`config.mk`:
```
export PLATFORM = sky130hd
export DESIGN_NAME = tlc_ctrl
export DESIGN_NICKNAME = d
export VERILOG_FILES = /design/src/design/two_level_write_back_cache_core_defines.svh /design/src/design/tlc_pkg.sv /design/src/design/tlc_ctrl.sv
export SDC_FILE = /design/constraint.sdc
export NUM_CORES = 1
export LEC_CHECK = 0
export BUFFER_PORTS_ARGS = -buffer_cell sky130_fd_sc_hd__clkbuf_2
export CORE_MARGIN = 5
export CORE_UTILIZATION = 33
export CTS_BUF_LIST = sky130_fd_sc_hd__clkbuf_4
export DETAILED_ROUTE_END_ITERATION = 7
export HOLD_SLACK_MARGIN = 0.12
export PLACE_DENSITY = 0.62
export SLEW_MARGIN = 10
export SYNTH_ARGS = -nofsm -noshare
export SYNTH_HDL_FRONTEND = slang
export SYNTH_SLANG_ARGS = --single-unit
```
`constraint.sdc`:
```
create_clock -name clk -period 1.75 [get_ports clk]
set_clock_uncertainty 0.05 [all_clocks]
set_input_delay 0.175 -clock clk [delete_from_list [all_inputs] [get_ports clk]]
set_output_delay 0.175 -clock clk [all_outputs]
set_load 0.01 [all_outputs]
```
`src/design/two_level_write_back_cache_core_defines.svh`:
```
// assertion macros shared by the cache core
`ifndef TWO_LEVEL_WRITE_BACK_CACHE_CORE_DEFINES_SVH
`define TWO_LEVEL_WRITE_BACK_CACHE_CORE_DEFINES_SVH

// same-cycle implication, disabled while in reset
`define TLC_ASSERT_SAME(lbl, ante, cons, msg) \
  lbl: assert property (@(posedge clk) disable iff (!rst_n) (ante) |-> (cons)) \
    else $error(msg);

// next-cycle implication, disabled while in reset
`define TLC_ASSERT_NEXT(lbl, ante, cons, msg) \
  lbl: assert property (@(posedge clk) disable iff (!rst_n) (ante) |=> (cons)) \
    else $error(msg);

`endif

```
`src/design/tlc_pkg.sv`:
```
package tlc_pkg;

  // geometry
  localparam int MEM_LINES  = 4096;
  localparam int LINE_BYTES = 64;
  localparam int WORD_BYTES = 4;
  localparam int SETS       = 256;
  localparam int ADDR_W     = 32;
  localparam int DATA_W     = WORD_BYTES * 8;
  localparam int LINE_W     = LINE_BYTES * 8;
  localparam int OFF_LSB    = $clog2(WORD_BYTES);
  localparam int IDX_LSB    = $clog2(LINE_BYTES);
  localparam int OFF_W      = IDX_LSB - OFF_LSB;
  localparam int IDX_W      = $clog2(SETS);
  localparam int TAG_LSB    = IDX_LSB + IDX_W;
  localparam int TAG_W      = ADDR_W - TAG_LSB;
  localparam int LNUM_W     = ADDR_W - IDX_LSB;
  localparam int MEM_IDX_W  = $clog2(MEM_LINES);

  // configuration
  localparam int COST_W    = 16;
  localparam int NUM_COSTS = 6;
  localparam int CFG_IDX_W = 3;
  localparam int TIME_W    = 32;
  localparam int OP_W      = 2;

  localparam logic [CFG_IDX_W-1:0] CFG_L1_RD  = 3'd0;
  localparam logic [CFG_IDX_W-1:0] CFG_L1_WR  = 3'd1;
  localparam logic [CFG_IDX_W-1:0] CFG_L2_RD  = 3'd2;
  localparam logic [CFG_IDX_W-1:0] CFG_L2_WR  = 3'd3;
  localparam logic [CFG_IDX_W-1:0] CFG_MEM_RD = 3'd4;
  localparam logic [CFG_IDX_W-1:0] CFG_MEM_WR = 3'd5;

  localparam logic [COST_W-1:0] RST_L1_RD  = 16'd1;
  localparam logic [COST_W-1:0] RST_L1_WR  = 16'd1;
  localparam logic [COST_W-1:0] RST_L2_RD  = 16'd10;
  localparam logic [COST_W-1:0] RST_L2_WR  = 16'd10;
  localparam logic [COST_W-1:0] RST_MEM_RD = 16'd100;
  localparam logic [COST_W-1:0] RST_MEM_WR = 16'd100;

  typedef enum logic [OP_W-1:0] {
    OP_READ  = 2'd0,
    OP_WRITE = 2'd1,
    OP_CLEAR = 2'd2,
    OP_NOP   = 2'd3
  } tlc_op_t;

  typedef enum logic [3:0] {
    ST_CLR, ST_IDLE, ST_DISP, ST_L1_CHK, ST_L2_RD, ST_L2_CHK,
    ST_MEM_RD, ST_MEM_DATA, ST_MEM_WR, ST_L2_ACC, ST_L1_FILL, ST_DONE
  } tlc_state_t;

  typedef struct packed {
    logic                 clr_step;
    logic                 accept;
    logic                 time_clr;
    logic                 l1_rd;
    logic                 l1_chk;
    logic                 l2_rd;
    logic                 l2_chk;
    logic                 mem_rd;
    logic                 mem_wr;
    logic                 l2_acc;
    logic                 l2_set_vic;
    logic                 l1_fill;
    logic                 op_done;
    logic                 add_en;
    logic [CFG_IDX_W-1:0] add_sel;
  } tlc_cmd_t;

  typedef struct packed {
    logic    clr_last;
    tlc_op_t req_op;
    logic    req_err;
    logic    l1_hit;
    logic    vic_dirty;
    logic    l2_hit;
    logic    l2_wr;
    logic    l2_vic_dirty;
    logic    out_free;
  } tlc_sts_t;

endpackage

```
`src/design/tlc_ctrl.sv`:
```
module tlc_ctrl import tlc_pkg::*; (
  input  logic     clk,
  input  logic     rst_n,
  input  logic     in_valid,
  output logic     in_ready,
  input  tlc_sts_t sts,
  output tlc_cmd_t cmd
);

  tlc_state_t state_r, state_nxt;

  // state register
  always_ff @(posedge clk) begin
    if (!rst_n) begin
      state_r <= ST_CLR;
    end else begin
      state_r <= state_nxt;
    end
  end

  // next state
  always_comb begin
    state_nxt = state_r;
    unique case (state_r)
      ST_CLR:      if (sts.clr_last) state_nxt = ST_IDLE;
      ST_IDLE:     if (in_valid) state_nxt = ST_DISP;
      ST_DISP: begin
        if (sts.req_op == OP_CLEAR || sts.req_op == OP_NOP || sts.req_err) begin
          state_nxt = ST_DONE;
        end else begin
          state_nxt = ST_L1_CHK;
        end
      end
      ST_L1_CHK:   state_nxt = sts.l1_hit ? ST_L1_FILL : ST_L2_RD;
      ST_L2_RD:    state_nxt = ST_L2_CHK;
      ST_L2_CHK:   state_nxt = sts.l2_hit ? ST_L2_ACC : ST_MEM_RD;
      ST_MEM_RD:   state_nxt = ST_MEM_DATA;
      ST_MEM_DATA: state_nxt = sts.l2_vic_dirty ? ST_MEM_WR : ST_L2_ACC;
      ST_MEM_WR:   state_nxt = ST_L2_ACC;
      ST_L2_ACC: begin
        if (!sts.l2_wr && sts.vic_dirty) begin
          state_nxt = ST_L2_RD;
        end else begin
          state_nxt = ST_L1_FILL;
        end
      end
      ST_L1_FILL:  state_nxt = ST_DONE;
      ST_DONE:     if (sts.out_free) state_nxt = ST_IDLE;
      default:     state_nxt = ST_IDLE;
    endcase
  end

  // command outputs
  always_comb begin
    cmd      = '0;
    in_ready = 1'b0;
    unique case (state_r)
      ST_CLR:  cmd.clr_step = 1'b1;
      ST_IDLE: begin
        in_ready   = 1'b1;
        cmd.accept = in_valid;
      end
      ST_DISP: begin
        cmd.l1_rd    = 1'b1;
        cmd.time_clr = (sts.req_op == OP_CLEAR);
      end
      ST_L1_CHK: cmd.l1_chk = 1'b1;
      ST_L2_RD:  cmd.l2_rd = 1'b1;
      ST_L2_CHK: cmd.l2_chk = 1'b1;
      ST_MEM_RD: cmd.mem_rd = 1'b1;
      ST_MEM_DATA: begin
        cmd.add_en  = 1'b1;
        cmd.add_sel = CFG_MEM_RD;
      end
      ST_MEM_WR: begin
        cmd.mem_wr  = 1'b1;
        cmd.add_en  = 1'b1;
        cmd.add_sel = CFG_MEM_WR;
      end
      ST_L2_ACC: begin
        cmd.l2_acc     = 1'b1;
        cmd.add_en     = 1'b1;
        cmd.add_sel    = sts.l2_wr ? CFG_L2_WR : CFG_L2_RD;
        cmd.l2_set_vic = !sts.l2_wr && sts.vic_dirty;
      end
      ST_L1_FILL: begin
        cmd.l1_fill = 1'b1;
        cmd.add_en  = 1'b1;
        cmd.add_sel = (sts.req_op == OP_WRITE) ? CFG_L1_WR : CFG_L1_RD;
      end
      ST_DONE: cmd.op_done = sts.out_free;
      default: cmd = '0;
    endcase
  end

endmodule

```
==> reports/qor.txt, run 1 <==
Status: complete, no violations
Worst-path maximum fanout: 10
Vias in the first global route: 564
First-pass GRT wire length: 2560 um
Count of nets left with antenna violations after detail routing: 0
Worst hold path type: input pin to flop
Worst R2R End: state_r[2]$_SDFFE_PN0P_
GR Overflow Total: 0
# setup viols final: 0
Main combinational cell family by area after synthesis: simple AND/OR/NAND/NOR gates
Share of cells above drive strength 1: 44.2%
Die area: 0.00249 sq mm
Wl on met1: 645 um
Routed len/inst: 13.2 um
Antenna diodes: 0
Wire length on met3: 100 um
Netlist Area Pre-Place: 524 sq um
Largest net degree at the start of global routing: 14
Detailed Place HPWL: 1200 um
Critical Path Start: state_r[1]$_SDFFE_PN0P_
Die Height: 49.9 um
NetSw: 0.108 mW
Fmax: 609 MHz
Setup TNS: 0 ns
H-tree depth: 1
Placed insts: 117
Final hold vios: 0
Mux share of post-synthesis cell area: 3.82%
Period utilization: 93.8%
Num CTS Buffers: 3
Post-synthesis sequential area ratio: 15.3%
R2r setup slk: 0.31 ns
Synth top area cells: dfxtp_1, nor2_1, buf_6, nand2b_1, nand2_1
Combinational Power Share: 29.8%
Transition time at the pin with the least slew margin: 0.347 ns
Rows: 14
Fin nets: 119
Sequential share of power: 33.6%
Setup Buffers After CTS: 0
Worst Setup End Kind: primary output
Total track usage: 12.8%
Vias: 639
Leak: 0.303 nW
IR drop worst, VDD: 0.213 mV
Post-route DRC violation count: 0
Largest reg by FF count: state_r
Most frequent cell after synthesis: nor2_1
Yosys warns: 0
Clk pin slew, worst setup/hold paths: 0.04 ns
R2r startpoint: state_r[1]$_SDFFE_PN0P_
Adder-cell share of the synthesized area: 0%
Async S/R FF share, synth: 0%
Clock Latency Late Sink: 0.24 ns
Core ar.: 0.00151 sq mm
CTS max path bufs: 2
Post-synth top area share: 15.3%
Reg2Reg Depth: 5
Pwr/cell area: 481 mW/mm^2
Critical path data arrival time: 1.42 ns
Post-synth top flop: dfxtp_1
Largest register FFs: 4
Post-CTS sizing: 1
Worst setup endpoint: cmd[14]
Net Count, Synth: 90
Internal cell power: 0.219 mW
Slew headroom: 76.9%
Post-layout util: 45.2%
Synth Area in Simple Gates: 39.9%
Cell count after synthesis: 77
Unrepaired setup endpoints after global routing: false
Clock sink total: 4
Total Wirelength: 1580 um
Maxcap violations: 0
Synthesis-stage register bit count: 4
DR top layer: met4
Layout area overhead: 29.8%
Avg Inst Size Synth: 6.81 sq um
Clock group share of total power: 36.5%
Number of synthesized flops with an enable pin: 0
Die X: 49.9 um
Min cycle time layout: 1.64 ns
Sw Share: 33.1%
Largest regs: state_r x4
Startpoint type of the worst setup path: flop
Drt pass-1 iters: 4
Compound-Gate Fraction of Synth Area: 27.2%
Initial Utilization: 34.8%
WP data required: 1.52 ns
Initial drt markers: 9
CTS tree: built
Post-synthesis xor/xnor area fraction: 0%
CTS root buffer: clkbuf_4
Vias per inst: 5.33
Post-CTS Hold Fix Bufs: 0
Synth unique cells: 34
PortBufs: 30
Worst setup path class: flop to primary output
Synth cell count leaders: nor2_1, nand2_1, nand2b_1
Ports: 31
Leading area contributor after synthesis: dfxtp_1
GP Congestion: 0.852
Non-filler cells, final: 120
Initial antenna violation count: 0
Metal2 WL: 818 um
Final Max Slew Viols: 0
==> worst min path at each step <==
stage               startpoint                       to  slack, ns  cells after the start
floorplan                rst_n  state_r[3]$_SDFFE_PN0P_       0.24                      2
global placement         rst_n  state_r[3]$_SDFFE_PN0P_       0.39                      3
detailed placement       rst_n  state_r[3]$_SDFFE_PN0P_       0.38                      3
CTS                      rst_n  state_r[3]$_SDFFE_PN0P_       0.14                      3
global route             rst_n  state_r[3]$_SDFFE_PN0P_       0.16                      3
finish                   rst_n  state_r[3]$_SDFFE_PN0P_       0.13                      3
==> layout by cell type (no fill, tap or decap), types with 3 or more instances in the layout <==
cell | synthesis | routed
a21oi_1 | 3 | 3
clkbuf_2 | 0 | 30
clkbuf_4 | 0 | 3
inv_1 | 3 | 3
nand2_1 | 6 | 6
nand2b_1 | 5 | 3
nand2b_2 | 1 | 3
nor2_1 | 12 | 12
nor3_1 | 4 | 4
o21ai_0 | 4 | 4
==> power groups by stage <==
| stage | registers, mW | clock network (mW) | logic, mW |
|---|---|---|---|
| 2_1_floorplan | 0.0982 | 0 | 0.0719 |
| 3_3_place_gp | 0.110 | 0 | 0.0956 |
| 3_5_place_dp | 0.110 | 0 | 0.0956 |
| 4_1_cts | 0.108 | 0.119 | 0.0965 |
| 5_1_grt | 0.112 | 0.128 | 0.108 |
| 6_report | 0.110 | 0.120 | 0.0977 |
==> critical path, cell delays in order (launching register included) <==
cell,delay (ns)
dfxtp_1,0.52
nand2b_2,0.16
nor4b_1,0.31
clkbuf_2,0.19
==> kinds of logic (layout without fill, tap and decap cells) <==
| group | count (synthesis) | after routing |
|---|---|---|
| AND/OR/NAND/NOR | 39 | 39 |
| AO/OA/AOI/OAI | 21 | 21 |
| buffers and inverters | 11 | 38 |
| flip-flops | 4 | 4 |
| multiplexers | 2 | 2 |
==> cell type report <==
type                       count  area (sq um)
multi-input combinational     62           379
clock buffer                   3          22.5
fill                         166           826
inverter                       3          11.3
tap                           16          20.0
sequential                     4          82.6
timing repair buffer          32           165
==> through the flow <==
step | hold WS (ns) | instance area (sq um) | setup WS (ns) | power (mW)
floorplan | 0.238 | 524 | 0.319 | 0.170
global placement | 0.389 | 648 | 0.263 | 0.205
detailed placement | 0.381 | 648 | 0.254 | 0.205
CTS | 0.136 | 673 | 0.0180 | 0.324
global route | 0.162 | 681 | 0.0146 | 0.348
finish | 0.130 | 681 | 0.109 | 0.327
==> layer usage <==
| metal | vias up | GRT usage [%] |
|---|---|---|
| met3 | 3 | 1.20 |
| met5 | - | 0 |
| met1 | 286 | 16.1 |
| li1 | 327 | - |
| met2 | 23 | 21.4 |
| met4 | 0 | 6.55 |
No activity file was read; power rests on OpenSTA's default activity.
==> inputs of run 2 (changes only) <==
- ABC_AREA: unset -> 1
- CORE_MARGIN: 5 -> unset
- PLACE_DENSITY: 0.62 -> 0.66
- clock period: 1.75 -> 1.5 ns (I/O delays scaled with it)
==> run 2 against run 1 <==
Against the previous run: total power increased to 3.4 times the previous value; die area decreased by 37%; final area increased by 9.0%; count of clock-buffer cells in the layout unchanged; worst hold slack improved by 0.033 ns; setup slack got worse by 0.038 ns; sequential share of layout area decreased by 0.33 points; non-clock buffer count increased by 4; synthesized cell count increased by 22%; final cell count increased by 23%; critical path type unchanged; register-to-register slack got worse by 0.12 ns; global-route usage increased by 9.2 points.
==> reports/qor.txt, run 2 <==
Final Max Slew Viols: 0 (unchanged)
Layout area overhead: 58.6%
Ports: 31 (unchanged)
Cell count after synthesis: 94 (+22%)
Total track usage: 22.0% (+9.2 points)
Unrepaired setup endpoints after global routing: true
Share of cells above drive strength 1: 41.4% (-2.9 points)
CTS max path bufs: 2 (unchanged)
Leak: 0.512 nW (+69%)
Number of synthesized flops with an enable pin: 0 (unchanged)
Setup TNS: 0 ns (unchanged)
First-pass GRT wire length: 2280 um (-11%)
Post-synth top flop: dfxtp_1
Worst setup path class: flop to primary output
Fin nets: 148 (+24%)
Detailed Place HPWL: 1180 um (-1.4%)
Worst slack, placed: 0.102 ns (-0.152 ns)
Vias: 693 (+8.5%)
Synth unique cells: 15 (-56%)
Startpoint type of the worst setup path: flop
Vias in the first global route: 563 (-0.18%)
PnR worst setup slack: 0.0715 ns (-0.0375 ns)
Largest regs: state_r x4
Critical Path Max Stage Delay: 0.36 ns (-0.16 ns)
PortBufs: 30 (unchanged)
Fmax: 700 MHz
Netlist Area Pre-Place: 468 sq um (-11%)
Slew headroom: 84.9% (+8.0 points)
Async S/R FF share, synth: 0% (unchanged)
R2r startpoint: state_r[3]$_SDFFE_PN0P_
Routed len/inst: 9.77 um (-26%)
Period utilization: 95.2%
Num CTS Buffers: 3 (unchanged)
Antenna diodes: 0 (unchanged)
Die X: 39.7 um (-20%)
Min cycle time layout: 1.43 ns
Slowest-stage cell, CP: dfxtp_4
Most used cell, CP: nand3_1
Leading area contributor after synthesis: inv_1
Transition time at the pin with the least slew margin: 0.225 ns (-0.122 ns)
Reg2Reg Depth: 9 (+4)
Vias per inst: 4.68 (-12%)
Total Wirelength: 1450 um (-8.5%)
CTS root buffer: clkbuf_4
CP Cell Sequence: inv_2 > nor2_4 > nand2_1 > inv_1 > nand3_1 > nand3_1 > clkbuf_2
Maxcap violations: 0 (unchanged)
Largest net degree at the start of global routing: 6 (-8)
IR drop worst, VDD: 1.10 mV (+420%)
Synth cell count leaders: inv_1, nand2_1, nor2_1
Most common cell after layout, fill and taps aside: clkbuf_2
Net Count, Synth: 107 (+19%)
# setup viols final: 0 (unchanged)
Pwr/cell area: 1480 mW/mm^2 (+210%)
Post-layout util: 56.3% (+11 points)
Worst Setup End Kind: primary output
Critical path data arrival time: 1.23 ns (-0.19 ns)
GR Overflow Total: 0 (unchanged)
Clock Latency Late Sink: 0.24 ns (about the same)
Post-synth top area share: 20.1% (+4.8 points)
Commonest cells after routing, fill and taps aside: clkbuf_2, nand2_1, inv_1, nor2_1, nand3_1
Post-route DRC violation count: 0 (unchanged)
CP bufs+invs: 3 (+2)
Clk pin slew, worst setup/hold paths: 0.04 ns (about the same)
Die area: 0.00157 sq mm (-37%)
Clock sink total: 4 (unchanged)
Avg Inst Size Synth: 4.98 sq um (-27%)
Die Height: 39.7 um (-20%)
Rows: 13 (-1)
Yosys warns: 0 (unchanged)
Largest register FFs: 4 (unchanged)
Critical Path Start: state_r[3]$_SDFFE_PN0P_
Final hold slack: 0.163 ns (+0.0330 ns)
Core ar.: 0.00132 sq mm (-13%)
Worst setup endpoint: cmd[0]
Final hold vios: 0 (unchanged)
Initial Utilization: 35.5% (+0.72 points)
H-tree depth: 1 (unchanged)
Tot Pwr: 1.10 mW (+240%)
Post-synthesis sequential area ratio: 17.1% (+1.8 points)
Family with the most delay on the worst path: simple AND/OR/NAND/NOR gates
Drt pass-1 iters: 4 (unchanged)
Initial antenna violation count: 0 (unchanged)
WP depth: 7 (+4)
WP data required: 1.30 ns (-0.22 ns)
R2r setup slk: 0.19 ns (-0.12 ns)
Worst-path maximum fanout: 5 (-5)
Initial drt markers: 11 (+2)
Worst hold path type: input pin to flop
GP Congestion: 0.866 (+1.7%)
CTS tree: built
Largest reg by FF count: state_r
Synth top area cells: inv_1, nand2_1, dfxtp_1, nor2_1, nand3_1
Worst R2R End: state_r[0]$_SDFFE_PN0P_
Status: complete, no violations
Count of nets left with antenna violations after detail routing: 0 (unchanged)
Synthesis-stage register bit count: 4 (unchanged)
-- run 2: changes by cell type after synthesis, moves of 2 or more --
cell	change
nand2_1	+19
and2_1	-2
a31oi_1	-2
inv_1	+22
nor2_1	+3
mux2i_1	-2
nand3_1	+7
nand2b_1	-5
nor3_2	-2
buf_6	-3
buf_2	-4
-- run 2: how the worst min path moves through the flow --
| stage | startpoint | end | slack (ns) | depth (start not counted) |
|---|---|---|---|---|
| final | sts[4] | state_r[2]$_SDFFE_PN0P_ | 0.16 | 3 |
| after global routing | sts[4] | state_r[2]$_SDFFE_PN0P_ | 0.17 | 3 |
| after CTS | sts[4] | state_r[2]$_SDFFE_PN0P_ | 0.16 | 3 |
| after detailed placement | rst_n | state_r[3]$_SDFFE_PN0P_ | 0.32 | 3 |
| after global placement | rst_n | state_r[3]$_SDFFE_PN0P_ | 0.33 | 3 |
| after floorplan | rst_n | state_r[3]$_SDFFE_PN0P_ | 0.20 | 2 |
-- run 2: worst reg2reg max path, cell delays in order, from the launching register on --
cell and delay (ns):
dfxtp_4 0.35, inv_2 0.08, nor2_4 0.05, buf_4 0.13
nand3_1 0.12, o21ai_0 0.12, nor2_1 0.13, nand3_1 0.09
nand2_1 0.06, inv_1 0.03
-- run 2: cell families after synthesis --
| family | Yosys count | synth area share (%) |
|---|---|---|
| AO/OA/AOI/OAI | 8 | 9.89 |
| buffers and inverters | 25 | 20.1 |
| flip-flops | 4 | 17.1 |
| AND/OR/NAND/NOR | 57 | 52.9 |
-- run 2: report_power, final --
part | total (mW) | internal (mW) | switching, mW
registers | 0.209 | 0.155 | 0.0540
logic | 0.757 | 0.297 | 0.460
clock network | 0.134 | 0.0895 | 0.0446
-- run 2: what timing repair did --
action                                  4_1_cts  5_1_grt
pin swaps                                     2        2
hold buffers                                  1        0
resized for setup                             6       10
endpoints found under the hold margin         1        0
buffers inserted                              3        1
endpoints found under the setup margin        3       11
gates cloned                                  0        0
-- run 2: final cells by class --
| class | count | area, sq um |
|---|---|---|
| flip-flops and latches | 4 | 87.6 |
| repair buffers | 36 | 198 |
| fillers | 142 | 576 |
| inverters | 25 | 93.8 |
| clock buffers | 3 | 22.5 |
| well taps | 15 | 18.8 |
| multi-input cells | 65 | 322 |
-- run 2: per-layer routing --
metal / up-vias / share of wire, % / track usage (%)
li1: 360 / - / -
met1: 298 / 45 / 26.8
met2: 31 / 45 / 34.0
met3: 4 / 7.3 / 7.39
met4: 0 / 2.1 / 10.3
met5: - / 0 / 0
-- run 2: per-stage QoR --
step                      area (sq um)  std cells
after floorplan                    468         94
after CTS                          716        147
after global placement             644        140
after global routing               742        148
final                              742        148
after detailed placement           644        140
